--- src/ibc_pkg.sv ---
// shared types and constants for the imu bias calibrator
`timescale 1ns / 1ps

package ibc_pkg;

	localparam int SAMPLE_BITS  = 16;
	localparam int OFS_BITS     = SAMPLE_BITS + 1;
	localparam int CNT_BITS     = 16;
	localparam int GRAV_BITS    = 15;
	localparam int AXES         = 6;
	localparam int AXIS_W       = 3;
	localparam int SUM_BITS_DEF = 32;
	localparam int IDX_BITS     = 8;
	localparam int CFG_BITS     = 16;

	localparam logic [AXIS_W-1:0] AXIS_Z = AXIS_W'(5);
	localparam logic [AXIS_W-1:0] AXIS_LAST = AXIS_W'(AXES - 1);

	localparam logic [CNT_BITS-1:0]  WINDOW_RESET  = CNT_BITS'(1000);
	localparam logic [GRAV_BITS-1:0] GRAVITY_RESET = GRAV_BITS'(16384);

	localparam logic [IDX_BITS-1:0] REG_WINDOW_LENGTH  = IDX_BITS'(0);
	localparam logic [IDX_BITS-1:0] REG_GRAVITY_COUNTS = IDX_BITS'(1);

	typedef enum logic {
		CMD_MEASURE   = 1'b0,
		CMD_CALIBRATE = 1'b1
	} cmd_t;

	typedef struct packed {
		logic                          command;
		logic                          read_ok;
		logic signed [SAMPLE_BITS-1:0] gyro_x;
		logic signed [SAMPLE_BITS-1:0] gyro_y;
		logic signed [SAMPLE_BITS-1:0] gyro_z;
		logic signed [SAMPLE_BITS-1:0] accel_x;
		logic signed [SAMPLE_BITS-1:0] accel_y;
		logic signed [SAMPLE_BITS-1:0] accel_z;
	} imu_in_t;

	typedef struct packed {
		logic                          sample_ok;
		logic signed [SAMPLE_BITS-1:0] out_gyro_x;
		logic signed [SAMPLE_BITS-1:0] out_gyro_y;
		logic signed [SAMPLE_BITS-1:0] out_gyro_z;
		logic signed [SAMPLE_BITS-1:0] out_accel_x;
		logic signed [SAMPLE_BITS-1:0] out_accel_y;
		logic signed [SAMPLE_BITS-1:0] out_accel_z;
		logic                          offsets_valid;
		logic                          window_done;
	} imu_out_t;

endpackage

--- src/ibc_divider.sv ---
// bit-serial signed divider that turns one axis sum into a saturated offset
`timescale 1ns / 1ps

module ibc_divider #(
	parameter int SUM_BITS = ibc_pkg::SUM_BITS_DEF
) (
	input  logic                                   clk,
	input  logic                                   arst_n,
	input  logic                                   start,
	input  logic signed [SUM_BITS-1:0]             dividend,
	input  logic [ibc_pkg::CNT_BITS-1:0]           divisor,
	input  logic [ibc_pkg::GRAV_BITS-1:0]          gravity,
	output logic                                   done,
	output logic signed [ibc_pkg::OFS_BITS-1:0]    result
);
	import ibc_pkg::*;

	localparam int STEP_W = $clog2(SUM_BITS);
	localparam int WIDE   = SUM_BITS + 2;
	localparam logic [STEP_W-1:0] STEP_LAST = STEP_W'(SUM_BITS - 1);

	typedef enum logic [2:0] {
		D_IDLE = 3'b001,
		D_RUN  = 3'b010,
		D_FIN  = 3'b100
	} dstate_t;

	dstate_t             state_q;
	logic [STEP_W-1:0]   step_q;
	logic [SUM_BITS-1:0] dvd_q;
	logic [CNT_BITS-1:0] rem_q;
	logic [CNT_BITS-1:0] dsr_q;
	logic                neg_q;
	logic [WIDE-1:0]     bias_q;

	logic [SUM_BITS-1:0] mag;
	logic [WIDE-1:0]     grav_ext;
	logic [CNT_BITS:0]   part;
	logic [CNT_BITS:0]   part_diff;
	logic                ge;
	logic [WIDE-1:0]     quo_ext;
	logic [WIDE-1:0]     val;
	logic [WIDE-OFS_BITS:0] upper;

	// magnitude of the sum, the most negative value maps to its own magnitude
	assign mag      = dividend[SUM_BITS-1] ? (~dividend + 1'b1) : dividend;
	assign grav_ext = WIDE'(gravity);

	// restoring step, one quotient bit per cycle
	assign part      = {rem_q, dvd_q[SUM_BITS-1]};
	assign part_diff = part - {1'b0, dsr_q};
	assign ge        = (part >= {1'b0, dsr_q});

	// -q - g is ~q + (1 - g), so one add finishes sign and gravity together
	assign quo_ext = neg_q ? ~{2'b00, dvd_q} : {2'b00, dvd_q};
	assign val     = quo_ext + bias_q;
	assign upper   = val[WIDE-1:OFS_BITS-1];

	always_comb begin
		if ((&upper) || !(|upper)) begin
			result = val[OFS_BITS-1:0];
		end else if (val[WIDE-1]) begin
			result = {1'b1, {(OFS_BITS-1){1'b0}}};
		end else begin
			result = {1'b0, {(OFS_BITS-1){1'b1}}};
		end
	end

	assign done = (state_q == D_FIN);

	always_ff @(posedge clk or negedge arst_n) begin
		if (!arst_n) begin
			state_q <= D_IDLE;
			step_q  <= '0;
		end else begin
			unique case (state_q)
				D_IDLE: begin
					if (start) begin
						state_q <= D_RUN;
						step_q  <= '0;
					end
				end
				D_RUN: begin
					step_q <= step_q + 1'b1;
					if (step_q == STEP_LAST) begin
						state_q <= D_FIN;
					end
				end
				D_FIN: begin
					state_q <= D_IDLE;
				end
				default: begin
					state_q <= D_IDLE;
				end
			endcase
		end
	end

	always_ff @(posedge clk) begin
		if (state_q == D_IDLE && start) begin
			dvd_q  <= mag;
			rem_q  <= '0;
			dsr_q  <= divisor;
			neg_q  <= dividend[SUM_BITS-1];
			bias_q <= dividend[SUM_BITS-1] ? (WIDE'(1) - grav_ext) : (WIDE'(0) - grav_ext);
		end else if (state_q == D_RUN) begin
			dvd_q <= {dvd_q[SUM_BITS-2:0], ge};
			rem_q <= ge ? part_diff[CNT_BITS-1:0] : part[CNT_BITS-1:0];
		end
	end

endmodule

--- src/imu_bias_calibrator.sv ---
// top level of the imu bias calibrator: accumulation, window control and correction
`timescale 1ns / 1ps
// a measure transaction goes from accept through S_EMIT into the output register
// a calibration attempt with a valid sample first passes through S_ACC,
// where the bit-serial adders fold the sample into the six sums
// a window-closing attempt then runs S_DIV,
// where the one shared bit-serial divider is run once per axis
// one transaction at a time; reset clears sums, counts and offsets and drops calibration

module imu_bias_calibrator #(
	parameter int SUM_BITS = ibc_pkg::SUM_BITS_DEF
) (
	input  logic                           clk,
	input  logic                           arst_n,
	// sample channel
	input  logic                           in_valid,
	output logic                           in_ready,
	input  ibc_pkg::imu_in_t               in_data,
	// result channel
	output logic                           out_valid,
	input  logic                           out_ready,
	output ibc_pkg::imu_out_t              out_data,
	// register write channel
	input  logic                           cfg_valid,
	output logic                           cfg_ready,
	input  logic [ibc_pkg::IDX_BITS-1:0]   cfg_index,
	input  logic [ibc_pkg::CFG_BITS-1:0]   cfg_data
);
	import ibc_pkg::*;

	localparam int STEP_W = $clog2(SUM_BITS);
	localparam logic [STEP_W-1:0] STEP_LAST = STEP_W'(SUM_BITS - 1);

	// one-hot sequencer
	typedef enum logic [3:0] {
		S_IDLE = 4'b0001,
		S_ACC  = 4'b0010,
		S_DIV  = 4'b0100,
		S_EMIT = 4'b1000
	} state_t;

	state_t                     state_q;
	logic [STEP_W-1:0]          step_q;
	logic                       cmd_q;
	logic                       ok_q;
	logic                       close_q;
	logic [SAMPLE_BITS-1:0]     smp_q   [AXES];
	logic [SAMPLE_BITS-1:0]     raw_q   [AXES];
	logic [AXES-1:0]            carry_q;
	logic [SUM_BITS-1:0]        sum_q   [AXES];
	logic signed [OFS_BITS-1:0] off_q   [AXES];
	logic [CNT_BITS-1:0]        att_q;
	logic [CNT_BITS-1:0]        vcnt_q;
	logic [CNT_BITS-1:0]        dcnt_q;
	logic [AXIS_W-1:0]          axis_q;
	logic                       busy_q;
	logic                       cal_q;
	logic [CNT_BITS-1:0]        wlen_q;
	logic [GRAV_BITS-1:0]       grav_q;
	imu_out_t                   out_q;
	logic                       out_valid_q;

	logic [SAMPLE_BITS-1:0]     in_axes [AXES];
	logic                       accept;
	logic [CNT_BITS-1:0]        att_next;
	logic [CNT_BITS-1:0]        vcnt_next;
	logic                       close_now;
	logic [AXES-1:0]            sum_bit;
	logic [AXES-1:0]            carry_next;
	logic [SAMPLE_BITS-1:0]     corr    [AXES];
	logic                       out_free;
	logic                       div_start;
	logic                       div_done;
	logic signed [OFS_BITS-1:0] div_result;
	imu_out_t                   result;

	// saturate an 18-bit difference to the sample width
	function automatic logic [SAMPLE_BITS-1:0] sat_sample(logic [SAMPLE_BITS+1:0] d);
		logic [2:0] top;
		top = d[SAMPLE_BITS+1:SAMPLE_BITS-1];
		if ((&top) || !(|top)) begin
			return d[SAMPLE_BITS-1:0];
		end else if (d[SAMPLE_BITS+1]) begin
			return {1'b1, {(SAMPLE_BITS-1){1'b0}}};
		end else begin
			return {1'b0, {(SAMPLE_BITS-1){1'b1}}};
		end
	endfunction

	assign in_axes[0] = in_data.gyro_x;
	assign in_axes[1] = in_data.gyro_y;
	assign in_axes[2] = in_data.gyro_z;
	assign in_axes[3] = in_data.accel_x;
	assign in_axes[4] = in_data.accel_y;
	assign in_axes[5] = in_data.accel_z;

	assign in_ready  = (state_q == S_IDLE);
	assign accept    = in_valid && in_ready;
	assign cfg_ready = 1'b1;

	// window bookkeeping, done at accept
	assign att_next  = att_q + 1'b1;
	assign vcnt_next = vcnt_q + CNT_BITS'(in_data.read_ok);
	assign close_now = (att_next >= wlen_q);

	// bit-serial add lanes: sums rotate right, samples shift right with sign fill
	always_comb begin
		for (int a = 0; a < AXES; a++) begin
			sum_bit[a]    = sum_q[a][0] ^ smp_q[a][0] ^ carry_q[a];
			carry_next[a] = (sum_q[a][0] & smp_q[a][0]) |
			                (sum_q[a][0] & carry_q[a]) |
			                (smp_q[a][0] & carry_q[a]);
		end
	end

	// correction of a measured sample, raw when not calibrated, zero for calibrate commands or failed reads
	always_comb begin
		for (int a = 0; a < AXES; a++) begin
			if (cal_q) begin
				corr[a] = sat_sample({{2{raw_q[a][SAMPLE_BITS-1]}}, raw_q[a]} -
				                     {off_q[a][OFS_BITS-1], off_q[a]});
			end else begin
				corr[a] = raw_q[a];
			end
			if (cmd_q == CMD_CALIBRATE || !ok_q) begin
				corr[a] = '0;
			end
		end
	end

	always_comb begin
		result.sample_ok     = (cmd_q == CMD_MEASURE) && ok_q;
		result.out_gyro_x    = corr[0];
		result.out_gyro_y    = corr[1];
		result.out_gyro_z    = corr[2];
		result.out_accel_x   = corr[3];
		result.out_accel_y   = corr[4];
		result.out_accel_z   = corr[5];
		result.offsets_valid = cal_q;
		result.window_done   = (cmd_q == CMD_CALIBRATE) && close_q;
	end

	assign out_free  = !out_valid_q || out_ready;
	assign div_start = (state_q == S_DIV) && !busy_q;

	// one shared divider, run for each axis in turn
	ibc_divider #(
		.SUM_BITS (SUM_BITS)
	) u_div (
		.clk      (clk),
		.arst_n   (arst_n),
		.start    (div_start),
		.dividend (sum_q[axis_q]),
		.divisor  (dcnt_q),
		.gravity  ((axis_q == AXIS_Z) ? grav_q : '0),
		.done     (div_done),
		.result   (div_result)
	);

	// register writes
	always_ff @(posedge clk or negedge arst_n) begin
		if (!arst_n) begin
			wlen_q <= WINDOW_RESET;
			grav_q <= GRAVITY_RESET;
		end else if (cfg_valid && cfg_ready) begin
			unique case (cfg_index)
				REG_WINDOW_LENGTH:  wlen_q <= cfg_data[CNT_BITS-1:0];
				REG_GRAVITY_COUNTS: grav_q <= cfg_data[GRAV_BITS-1:0];
				default: ;
			endcase
		end
	end

	// sequencer, counts, sums and offsets
	always_ff @(posedge clk or negedge arst_n) begin
		if (!arst_n) begin
			state_q <= S_IDLE;
			step_q  <= '0;
			cmd_q   <= CMD_MEASURE;
			ok_q    <= 1'b0;
			close_q <= 1'b0;
			carry_q <= '0;
			att_q   <= '0;
			vcnt_q  <= '0;
			dcnt_q  <= '0;
			axis_q  <= '0;
			busy_q  <= 1'b0;
			cal_q   <= 1'b0;
			for (int a = 0; a < AXES; a++) begin
				sum_q[a] <= '0;
				off_q[a] <= '0;
			end
		end else begin
			unique case (state_q)
				S_IDLE: begin
					if (accept) begin
						cmd_q   <= in_data.command;
						ok_q    <= in_data.read_ok;
						close_q <= close_now;
						step_q  <= '0;
						carry_q <= '0;
						axis_q  <= '0;
						busy_q  <= 1'b0;
						if (in_data.command == CMD_CALIBRATE) begin
							att_q  <= close_now ? '0 : att_next;
							vcnt_q <= close_now ? '0 : vcnt_next;
							dcnt_q <= vcnt_next;
							if (in_data.read_ok) begin
								state_q <= S_ACC;
							end else if (close_now && vcnt_next != '0) begin
								state_q <= S_DIV;
							end else begin
								// empty window drops calibration
								if (close_now) begin
									cal_q <= 1'b0;
								end
								state_q <= S_EMIT;
							end
						end else begin
							state_q <= S_EMIT;
						end
					end
				end
				S_ACC: begin
					for (int a = 0; a < AXES; a++) begin
						sum_q[a] <= {sum_bit[a], sum_q[a][SUM_BITS-1:1]};
					end
					carry_q <= carry_next;
					step_q  <= step_q + 1'b1;
					if (step_q == STEP_LAST) begin
						if (!close_q) begin
							state_q <= S_EMIT;
						end else if (dcnt_q != '0) begin
							state_q <= S_DIV;
						end else begin
							cal_q   <= 1'b0;
							state_q <= S_EMIT;
						end
					end
				end
				S_DIV: begin
					if (div_start) begin
						busy_q <= 1'b1;
					end
					if (div_done) begin
						busy_q         <= 1'b0;
						off_q[axis_q]  <= div_result;
						sum_q[axis_q]  <= '0;
						axis_q         <= axis_q + 1'b1;
						if (axis_q == AXIS_LAST) begin
							cal_q   <= 1'b1;
							state_q <= S_EMIT;
						end
					end
				end
				S_EMIT: begin
					if (out_free) begin
						state_q <= S_IDLE;
					end
				end
				default: begin
					state_q <= S_IDLE;
				end
			endcase
		end
	end

	// sample lanes: raw copy for correction, shifting copy for the adders
	always_ff @(posedge clk) begin
		if (accept) begin
			for (int a = 0; a < AXES; a++) begin
				smp_q[a] <= in_axes[a];
				raw_q[a] <= in_axes[a];
			end
		end else if (state_q == S_ACC) begin
			for (int a = 0; a < AXES; a++) begin
				smp_q[a] <= {smp_q[a][SAMPLE_BITS-1], smp_q[a][SAMPLE_BITS-1:1]};
			end
		end
	end

	// output register, holds a result while the next transaction is taken in
	always_ff @(posedge clk or negedge arst_n) begin
		if (!arst_n) begin
			out_valid_q <= 1'b0;
		end else if (state_q == S_EMIT && out_free) begin
			out_valid_q <= 1'b1;
		end else if (out_ready) begin
			out_valid_q <= 1'b0;
		end
	end

	always_ff @(posedge clk) begin
		if (state_q == S_EMIT && out_free) begin
			out_q <= result;
		end
	end

	assign out_valid = out_valid_q;
	assign out_data  = out_q;

endmodule
--- config.mk ---
export PLATFORM = sky130hd
export DESIGN_NAME = imu_bias_calibrator
export DESIGN_NICKNAME = d
export VERILOG_FILES = /design/src/ibc_pkg.sv /design/src/ibc_divider.sv /design/src/imu_bias_calibrator.sv
export SDC_FILE = /design/constraint.sdc
export NUM_CORES = 1
export LEC_CHECK = 0
export BUFFER_PORTS_ARGS = -buffer_cell sky130_fd_sc_hd__buf_4
export CAP_MARGIN = 0
export CORE_MARGIN = 4
export CORE_UTILIZATION = 67
export DETAILED_ROUTE_END_ITERATION = 7
export GPL_TIMING_DRIVEN = 0
export PLACE_DENSITY_LB_ADDON = 0.1
export SKIP_LAST_GASP = 1
export SLEW_MARGIN = 20
export SYNTH_ARGS = -nofsm -noshare
export SYNTH_HDL_FRONTEND = slang
export SYNTH_SLANG_ARGS = --single-unit
--- constraint.sdc ---
create_clock -name clk -period 11.95 [get_ports clk]
set_input_delay 0.5975 -clock clk [delete_from_list [all_inputs] [get_ports clk]]
set_output_delay 0.5975 -clock clk [all_outputs]
set_load 0.005 [all_outputs]
==> results.txt, run 1 <==
The share of synthesized flip-flops with an asynchronous set or reset is 0.525, and the maximum fanout along the worst path is 10. The run gives 0 as the total global routing overflow. After routing, the total negative slack on setup checks comes to 0 ps. For the number of buffers inserted for hold repair after clock tree synthesis, the log shows 1.

The most common flop cell mapped by yosys is sky130_fd_sc_hd__dfrtp_1. For the tightest hold margin, the log shows 143 ps. The logs give 4208 for the net count after synthesis and 0.0607 mm^2 for the standard cell core area.

The worst path needs 5790 ps of the cycle, external delays included. After the flow finishes, the layout carries non-filler instances totaling 5061. Share of post-route cells with drive strength above 1: 0.119. The clock reaches the later pin of the worst-skew pair after 640 ps.

The post-detailed-routing wire length is 121 mm. The reg-to-reg startpoint is u_div.neg_q$_DFFE_PP_. The tool flagged a number of max-cap violations equal to 0. Once placement completed, the tool counted placed cells totaling 4914. Buffers inserted during clock tree synthesis total 79. The flow ran to the end, and the final reports show no timing, DRC or antenna violations. In the post-synthesis netlist, the biggest area contributors are sky130_fd_sc_hd__edfxtp_1 (25%), sky130_fd_sc_hd__dfrtp_1 (24%), sky130_fd_sc_hd__a22o_1 (5.7%), sky130_fd_sc_hd__ha_1 (5.4%), sky130_fd_sc_hd__o21ai_0 (3.3%). Number of global-route vias before repair: 32426. No sink is reached through more buffers than the 3 on the longest clock path. The actual transition at the worst max-transition pin was 1270 ps.

From synthesis to final layout, the design area changed by 13.9%. TritonCTS built the clock tree. In the final routed layout, each cell accounts on average for 23.9 um. Detailed placement ended at an HPWL of 88.3 mm. The floorplan step defined a die boundary enclosing 0.0657 mm^2. By instance count, the leading cell after synthesis is sky130_fd_sc_hd__dfrtp_1.

The critical path goes through clkbuf_1 -> buf_1 -> xor2_1 -> fa_1 -> a211oi_1 -> o21ai_0 -> nand3_1 -> a21boi_0 -> o21ai_0 -> xnor2_1 -> nor4_1 -> and4b_1 -> a31o_2 -> clkbuf_1 -> buf_2 -> buf_1 -> a311oi_1. The total vias in the final route came out at 33941. Final-report max-slew violation count: 0. Dividing total power by cell area gives a power density of 161 mW/mm^2.

The logs give 12400 ps for the required time at the worst-slack endpoint and 0 for the post-CTS setup repair buffer count. Summed over all cells, the static leakage comes to 0.0197 uW. The tools report the relative slew slack as 0.147. The slowest cell on the critical path was sky130_fd_sc_hd__o21ai_0. The sequential cell area fraction in the yosys report came out at 0.507. Based on the critical path, the design can be clocked at up to 173 MHz. Across the routed clock network, the largest skew measured is 23.7 ps. The proportion of netlist area held by the largest area contributor is 0.254. STA classifies the critical path startpoint as a register. The DRC violation total after the first TritonRoute iteration came out at 3912.

The startpoint of the most critical setup path is u_div.neg_q$_DFFE_PP_. Placer congestion estimate: 0.940. The tools report the number of standard cells after synthesis as 3888. The tools report the endpoint class of the critical path as a register. The worst-case reg-to-reg path depth was 17; the remaining antenna violation count after routing was 0.

For the global-route total usage across every layer, the log shows 0.360. The effective utilization at floorplan was 0.681; the number of hold-slack violations in the final timing report was 0. The routed via count divided by cell count is 6.71, and the synthesized area is 0.0413 mm^2. For the count of yosys warnings during synthesis, the log shows 0. The commonest cells after synthesis are sky130_fd_sc_hd__dfrtp_1 (396), sky130_fd_sc_hd__nand2_1 (361), sky130_fd_sc_hd__edfxtp_1 (350).

The first global-routing pass estimated 187 mm of wire. The class of the worst hold path is in -> reg. Counting flops and latches in the post-synthesis netlist gives 771. The worst setup path is of the reg -> reg kind. The post-synthesis cell type count is 97. The floorplan step set the die width to 256 um. The hold path startpoint is in_data[47]. The number of detailed-route iterations in the first pass is 6. Setup violations remaining at the end of the flow were counted as 0. The fraction of the cycle the final worst path needs came out at 0.485.

The largest total area in the synthesized netlist belongs to sky130_fd_sc_hd__edfxtp_1. Setup repair after global routing left no endpoint under its margin. The cell type group with the largest total delay on the critical path was buffers and inverters. The depth of the worst hold-timing path was 1; the number of sinks on the clock net was 771. The tools report the endpoint of the most critical register-to-register path as off_q[72]$_DFFE_PN0P_.

Number of port buffers: 227. The delay of the slowest critical-path stage is 560 ps, and the layout net count is 4534. STA puts the critical path data arrival time at 6240 ps.

In this run, post-CTS repair resized a total of 0 instances. The worst hold path terminates at smp_q[3][15]$_DFFE_PP_. The pin count of the biggest net entering global routing is 101.

The I/O pin count is 229, and the number of enable flip-flop cells after synthesis is 350. Across all register-to-register paths, the minimum setup slack is 6160 ps. The clock tree root buffer cell is sky130_fd_sc_hd__clkbuf_16.

The die is 256 um tall. The run gives 133 uV as the worst ir drop on vdd. The H-tree generated during clock tree synthesis spans 3 levels. The sum of buffers and inverters on the critical path is 5. The run gives 0 as the post-route DRC violation count. After clock tree synthesis, the clock-pin slew on the worst setup and hold paths is 60 ps. The total number of placement rows came out at 90. In this run the mean area of a mapped cell was 10.6 um^2. The run gives 1 as the number of antenna violations at the first check in global routing.
final cells by class:
class                      count  area (um^2)
timing repair buffer         245         2100
multi-input combinational   2693        18800
buffer                       210          871
clock buffer                 117         2360
clock inverter                28          189
tap                          782          978
inverter                     214          808
antenna                        1         2.50
fill                        3991        13600
sequential                   771        21000
stage by stage:
step           power, uW  area [um^2]   util  worst slack [ps]
2_1_floorplan       4490        41300      -              6260
3_3_place_gp        5080        44000  0.725              3470
3_5_place_dp        5130        44500  0.733              6360
4_1_cts             7560        47100  0.776              6340
5_1_grt             7880        47100  0.776              5870
6_report            7590        47100  0.776              6160
logic make-up (layout without fill, tap and decap cells):
logic type,Yosys count,count (layout),share of synthesized area
xor gates and xnor gates,202,202,0.0428
other,1,2,0.0000907
and+or+nand+nor,994,994,0.113
buffers and inverters,424,814,0.0404
muxes,92,92,0.0259
adders and majority gates,193,193,0.0610
AOI/OAI and AO/OA,1211,1211,0.209
DFF,771,771,0.507
layer usage:
metal | track usage | wire [um] | share of wire
met4 | 0.174 | 6730 | 0.056
met3 | 0.0726 | 12000 | 0.099
met5 | 0 | 0 | 0
met2 | 0.555 | 54700 | 0.45
met1 | 0.494 | 47600 | 0.39
how the worst max path moves through the flow:
| stage | endpoint | slack [ps] | cells past startpoint |
|---|---|---|---|
| floorplan | out_data[0]$_DFFE_PP_ | 6260 | 2 |
| global placement | out_data[85]$_SDFFCE_PN0P_ | 3470 | 3 |
| detailed placement | off_q[72]$_DFFE_PN0P_ | 6360 | 17 |
| CTS | off_q[72]$_DFFE_PN0P_ | 6340 | 17 |
| global route | off_q[73]$_DFFE_PN0P_ | 5870 | 17 |
| finish | off_q[72]$_DFFE_PN0P_ | 6160 | 17 |
worst register-to-register path, delay by kind of cell (launching register included):
family          cells  cell delay, ps
simple gates        3             820
flops               1             400
buf+inv             5            1940
compound gates      6            1630
xor+xnor            2             520
fa+ha+maj           1             310
placed cells by master (no fill, tap or decap), types with 89 or more instances in the layout:
master,instances
sky130_fd_sc_hd__a21oi_1,193
sky130_fd_sc_hd__clkbuf_1,184
sky130_fd_sc_hd__inv_1,210
sky130_fd_sc_hd__nor2_1,258
sky130_fd_sc_hd__buf_4,231
sky130_fd_sc_hd__edfxtp_1,350
sky130_fd_sc_hd__xnor2_1,103
sky130_fd_sc_hd__a22o_1,270
sky130_fd_sc_hd__ha_1,179
sky130_fd_sc_hd__xor2_1,89
sky130_fd_sc_hd__dfrtp_1,396
sky130_fd_sc_hd__nand2_1,361
sky130_fd_sc_hd__o21ai_0,276
power by group:
| part | leakage [uW] | switching, uW | internal, uW | total [uW] |
|---|---|---|---|---|
| Clock | 0.00126 | 1050 | 1400 | 2450 |
| Combinational | 0.00938 | 1120 | 659 | 1780 |
| Sequential | 0.00901 | 174 | 3190 | 3360 |
registers in the layout, summed over array words and instances (netlist names), 6 cells and up:
name and count:
att_q 16, carry_q 6, dcnt_q 16, grav_q 15, off_q 102, out_data 99, raw_q 90, smp_q 96
sum_q 192, u_div.bias_q 16, u_div.dsr_q 16, u_div.dvd_q 32, u_div.rem_q 16, vcnt_q 16, wlen_q 16
Power figures use the tool's default switching activity.
==> inputs of run 2 (changes only) <==
ABC_AREA = 1   (was default)
CORE_UTILIZATION = 62   (was 67)
clock period = 5.56 ns   (was 11.95 ns; I/O delays follow)
==> run 2 against run 1 <==
Register-to-register slack got worse by 5500 ps. Flip-flop and latch count unchanged. Sequential power up 120%. Sequential share of layout area decreased by 1.9 points. Utilization shrank 4.4 points. Non-clock buffer count up 63. Critical path depth grew 5. Cell count grew 22%. Fmax increased by 17%. Clock skew is 4.7 ps higher. Critical endpoint is now cal_q$_DFFE_PN0P_.
==> results.txt, run 2 <==
The placer congestion estimate came out at 0.959 (+2.0%). The post-route standard cell area excluding fillers was 0.0491 mm^2 (+4.3%); the number of hold-slack violations in the final timing report was 0 (unchanged). The register with the most flip-flops is sum_q. The run gives 81 (+2.5%) as the total CTS buffers. The run gives 358 uV (+170%) as the worst ir drop on vdd.

The proportion of netlist area held by the largest area contributor was 0.250 (-0.00391); the total number of H-tree levels was 3 (unchanged). The post-route DRC violation count was 0 (unchanged); the DRC violation total after the first TritonRoute iteration was 3451 (-12%). The number of standard cells after synthesis was 4790 (+23%); the routed via count divided by cell count was 5.67 (-15%). The clock-pin slew reported for the worst setup and hold paths after clock tree synthesis came out at 70 ps (about the same). Setup-violating endpoint count in the final report: 0 (unchanged).

Number of resized instances in the post-cts repair step: 0 (unchanged). The dominant cell type by area after synthesis is sky130_fd_sc_hd__edfxtp_1. The number of port buffers works out to 227 (unchanged). The class of the worst hold path is in -> reg. The effective utilization at floorplan is 0.625 (-0.0559), and the standard cell core area is 0.0672 mm^2 (+11%).

Clock insertion delay at the later pin of the skew report: 650 ps (about the same). The maximum number of buffers from clock root to sink came out at 3 (unchanged). Number of global-route vias before repair: 33533 (+3.4%). The run gives 0.0719 mm^2 (+9.4%) as the full die area. The total number of placement rows is 95 (+5.6%).

The maximum fanout along the worst path came out at 9 (-1). Most common flop cell mapped by yosys: sky130_fd_sc_hd__dfrtp_1. Setup repair after global routing left no endpoint under its margin.

The run gives 35056 (+3.3%) as the total vias in the final route. The final cell utilization of the core is 0.731 (-0.0442), and the number of enable flip-flop cells after synthesis is 350 (unchanged). For the HPWL after detailed placement, the log shows 88.4 mm (about the same). TritonCTS built the clock tree. The startpoint class of the critical path is a register. The library cells used most frequently in the layout, excluding fill and tap cells, are sky130_fd_sc_hd__nand2_1 (1241), sky130_fd_sc_hd__inv_1 (697), sky130_fd_sc_hd__dfrtp_1 (396), sky130_fd_sc_hd__edfxtp_1 (350), sky130_fd_sc_hd__o22ai_1 (260). The post-detailed-routing wire length is 120 mm (-0.81%), and the data arrival time of the worst path is 5370 ps (-870 ps). The synthesized area is 0.0420 mm^2 (+1.6%), and the per-cell routed wire length is 19.4 um (-19%). The flip-flop count of the largest register, all copies and words added was 192 (unchanged). The relative slew slack is 0.214 (+0.0676), and the chip height is 268 um (+4.6%). The tools report the endpoint class of the critical path as a register.

The run gives 0 (unchanged) as the remaining antenna violation count after routing. The logs give 202 MHz (+17%) for the maximum achievable frequency and 771 (unchanged) for the number of sinks on the clock net. The run gives 186 mm (-0.71%) as the wire length of the first global-routing pass.

The fraction of the cycle the final worst path needs came out at 0.890 (+0.405). The layout filler cell count is 5089 (+28%), and the total global routing overflow is 0 (unchanged). The post-synthesis sequential element count was 771 (unchanged). The critical path class is reg -> reg. The commonest cells after synthesis are sky130_fd_sc_hd__nand2_1 (1242), sky130_fd_sc_hd__inv_1 (698), sky130_fd_sc_hd__dfrtp_1 (396). The share of synthesized flip-flops with an asynchronous set or reset came out at 0.525 (unchanged). Clock tree root buffer cell: sky130_fd_sc_hd__clkbuf_16.

The standby leakage power is 0.0229 uW (+17%), and the required time at the worst-slack endpoint is 5990 ps (-6410 ps). The synthesized area divided by synthesized cell count is 8.76 um^2 (-18%), and the pin count of the biggest net entering global routing is 97 (-4.0%). The run gives 5549 (+22%) as the layout net count.

Total power draw: 17800 uW (+130%). The final cell count without fillers is 6179 (+22%), and the final-report max-slew violation count is 0 (unchanged). The actual transition at the worst max-transition pin was 1180 ps (-92.3 ps). The library cell with the highest instance count after synthesis was sky130_fd_sc_hd__nand2_1. The logs give 229 (unchanged) for the I/O pin count and 5902 (+20%) for the placed instance count. The max-capacitance violation count was 0 (unchanged). The tools report the net count after synthesis as 5110 (+21%). The global-route total usage across every layer was 0.330 (-0.0294). Ranked by total cell area, the synthesized netlist is headed by sky130_fd_sc_hd__edfxtp_1 (25%), sky130_fd_sc_hd__dfrtp_1 (24%), sky130_fd_sc_hd__nand2_1 (11%), sky130_fd_sc_hd__inv_1 (6.2%), sky130_fd_sc_hd__ha_1 (5.3%). The most common cell after layout, fill and taps aside was sky130_fd_sc_hd__nand2_1. The share of post-route cells with drive strength above 1 was 0.103 (-0.0164); the sequential cell area fraction in the yosys report was 0.500 (-0.00780).

For the number of antenna violations at the first check in global routing, the log shows 9 (+8). The post-synthesis cell type count is 61 (-37%), and the power density over cell area is 362 mW/mm^2 (+120%). The placed cell area came out at 0.0451 mm^2 (+1.3%). The flow ran to the end, and the final reports show no timing, DRC or antenna violations. The largest clock skew in the final design is 28.4 ps (+4.71 ps), and the die extent in x is 268 um (+4.6%). The time the final worst path needs with I/O delays and setup is 4950 ps (-848 ps), and the number of detailed-route iterations in the first pass is 6 (unchanged). Compared with the post-synthesis result, the final layout area differs by 17.0%. The count of yosys warnings during synthesis came out at 0 (unchanged).
## run 2: cell types whose count changed after synthesis, sizes merged, moves of 46 or more
cell | previous run | this run
a21oi | 195 | 241
a221o | 59 | 0
a22o | 270 | 74
a311oi | 69 | 0
clkbuf | 167 | 90
inv | 214 | 715
nand2 | 361 | 1271
nand3 | 70 | 167
o22ai | 11 | 260
xnor2 | 111 | 45
xor2 | 91 | 170
## run 2: critical path, stage by stage (launching register included)
cell and delay [ps]:
sky130_fd_sc_hd__dfrtp_1 400, sky130_fd_sc_hd__inv_1 70, sky130_fd_sc_hd__nor3_1 340, sky130_fd_sc_hd__nand3_1 160, sky130_fd_sc_hd__nor2_1 160, sky130_fd_sc_hd__nand2_1 100
sky130_fd_sc_hd__nor3_1 250, sky130_fd_sc_hd__nand3_1 190, sky130_fd_sc_hd__nor3_2 210, sky130_fd_sc_hd__nand3_1 120, sky130_fd_sc_hd__xor2_1 220, sky130_fd_sc_hd__inv_1 70
sky130_fd_sc_hd__ha_1 290, sky130_fd_sc_hd__nand2_1 70, sky130_fd_sc_hd__inv_1 60, sky130_fd_sc_hd__nand3_1 80, sky130_fd_sc_hd__nor3_1 240, sky130_fd_sc_hd__nand3_1 110
sky130_fd_sc_hd__nand3_1 360, sky130_fd_sc_hd__nand3_1 230, sky130_fd_sc_hd__nand2_1 100, sky130_fd_sc_hd__nand2_1 70, sky130_fd_sc_hd__o21ai_0 810
## run 2: layout make-up
type	count	area, um^2	share of cell area
multi-input combinational	3141	17500	0.357
timing repair buffer	356	3180	0.0646
clock buffer	106	2280	0.0465
buffer	162	805	0.0164
clock inverter	45	547	0.0111
sequential	771	21000	0.427
inverter	716	2690	0.0547
tap	873	1090	0.0222
antenna	9	22.5	0.000458
## run 2: kinds of logic after synthesis
| logic type | Yosys count | share of synthesized area |
|---|---|---|
| buffers and inverters | 878 | 0.0831 |
| adders and majority gates | 193 | 0.0600 |
| AOI/OAI and AO/OA | 915 | 0.129 |
| other | 1 | 0.0000893 |
| xor gates and xnor gates | 215 | 0.0449 |
| and+or+nand+nor | 1817 | 0.183 |
| DFF | 771 | 0.500 |
## run 2: report_power, final
part           internal (uW)  total [uW]  switching, uW  leakage, uW
combinational           1600        4750           3150       0.0126
sequential              6960        7320            358      0.00900
clock                   3390        5740           2350      0.00137
## run 2: final timing paths
path	to	slack (ps)	depth (start not counted)	start
min reg2reg	u_div.dsr_q[10]$_DFFE_PP_	450	0	dcnt_q[10]$_DFFE_PN0P_
max	cal_q$_DFFE_PN0P_	610	22	att_q[2]$_DFFE_PN0P_
min in group asynchronous	sum_q[6]$_DFFE_PN0P_	200	2	arst_n
max reg2reg	cal_q$_DFFE_PN0P_	610	22	att_q[2]$_DFFE_PN0P_
max in group asynchronous	off_q[65]$_DFFE_PN0P_	3930	4	arst_n
min	wlen_q[0]$_DFFE_PN0P_	90	4	cfg_index[0]
## run 2: per-stage QoR
step	setup TNS, ps	hold WS, ps	setup WS, ps
after floorplan	0	-17.6	241
after global placement	-397160	430	-2020
after detailed placement	0	295	755
after CTS	0	66.7	611
after global routing	0	140	302
final	0	93.3	613
## run 2: timing repair
| item | CTS | global route |
|---|---|---|
| hold buffers | 117 | 0 |
| endpoints found under the hold margin | 290 | 0 |
| setup buffers | 0 | 0 |
## run 2: routing by layer
metal,GRT usage,part of all wire,up-vias
li1,-,-,16817
met1,0.452,0.42,16670
met4,0.130,0.041,2
met5,0,0.00011,-
met3,0.0630,0.076,229
met2,0.527,0.46,1338
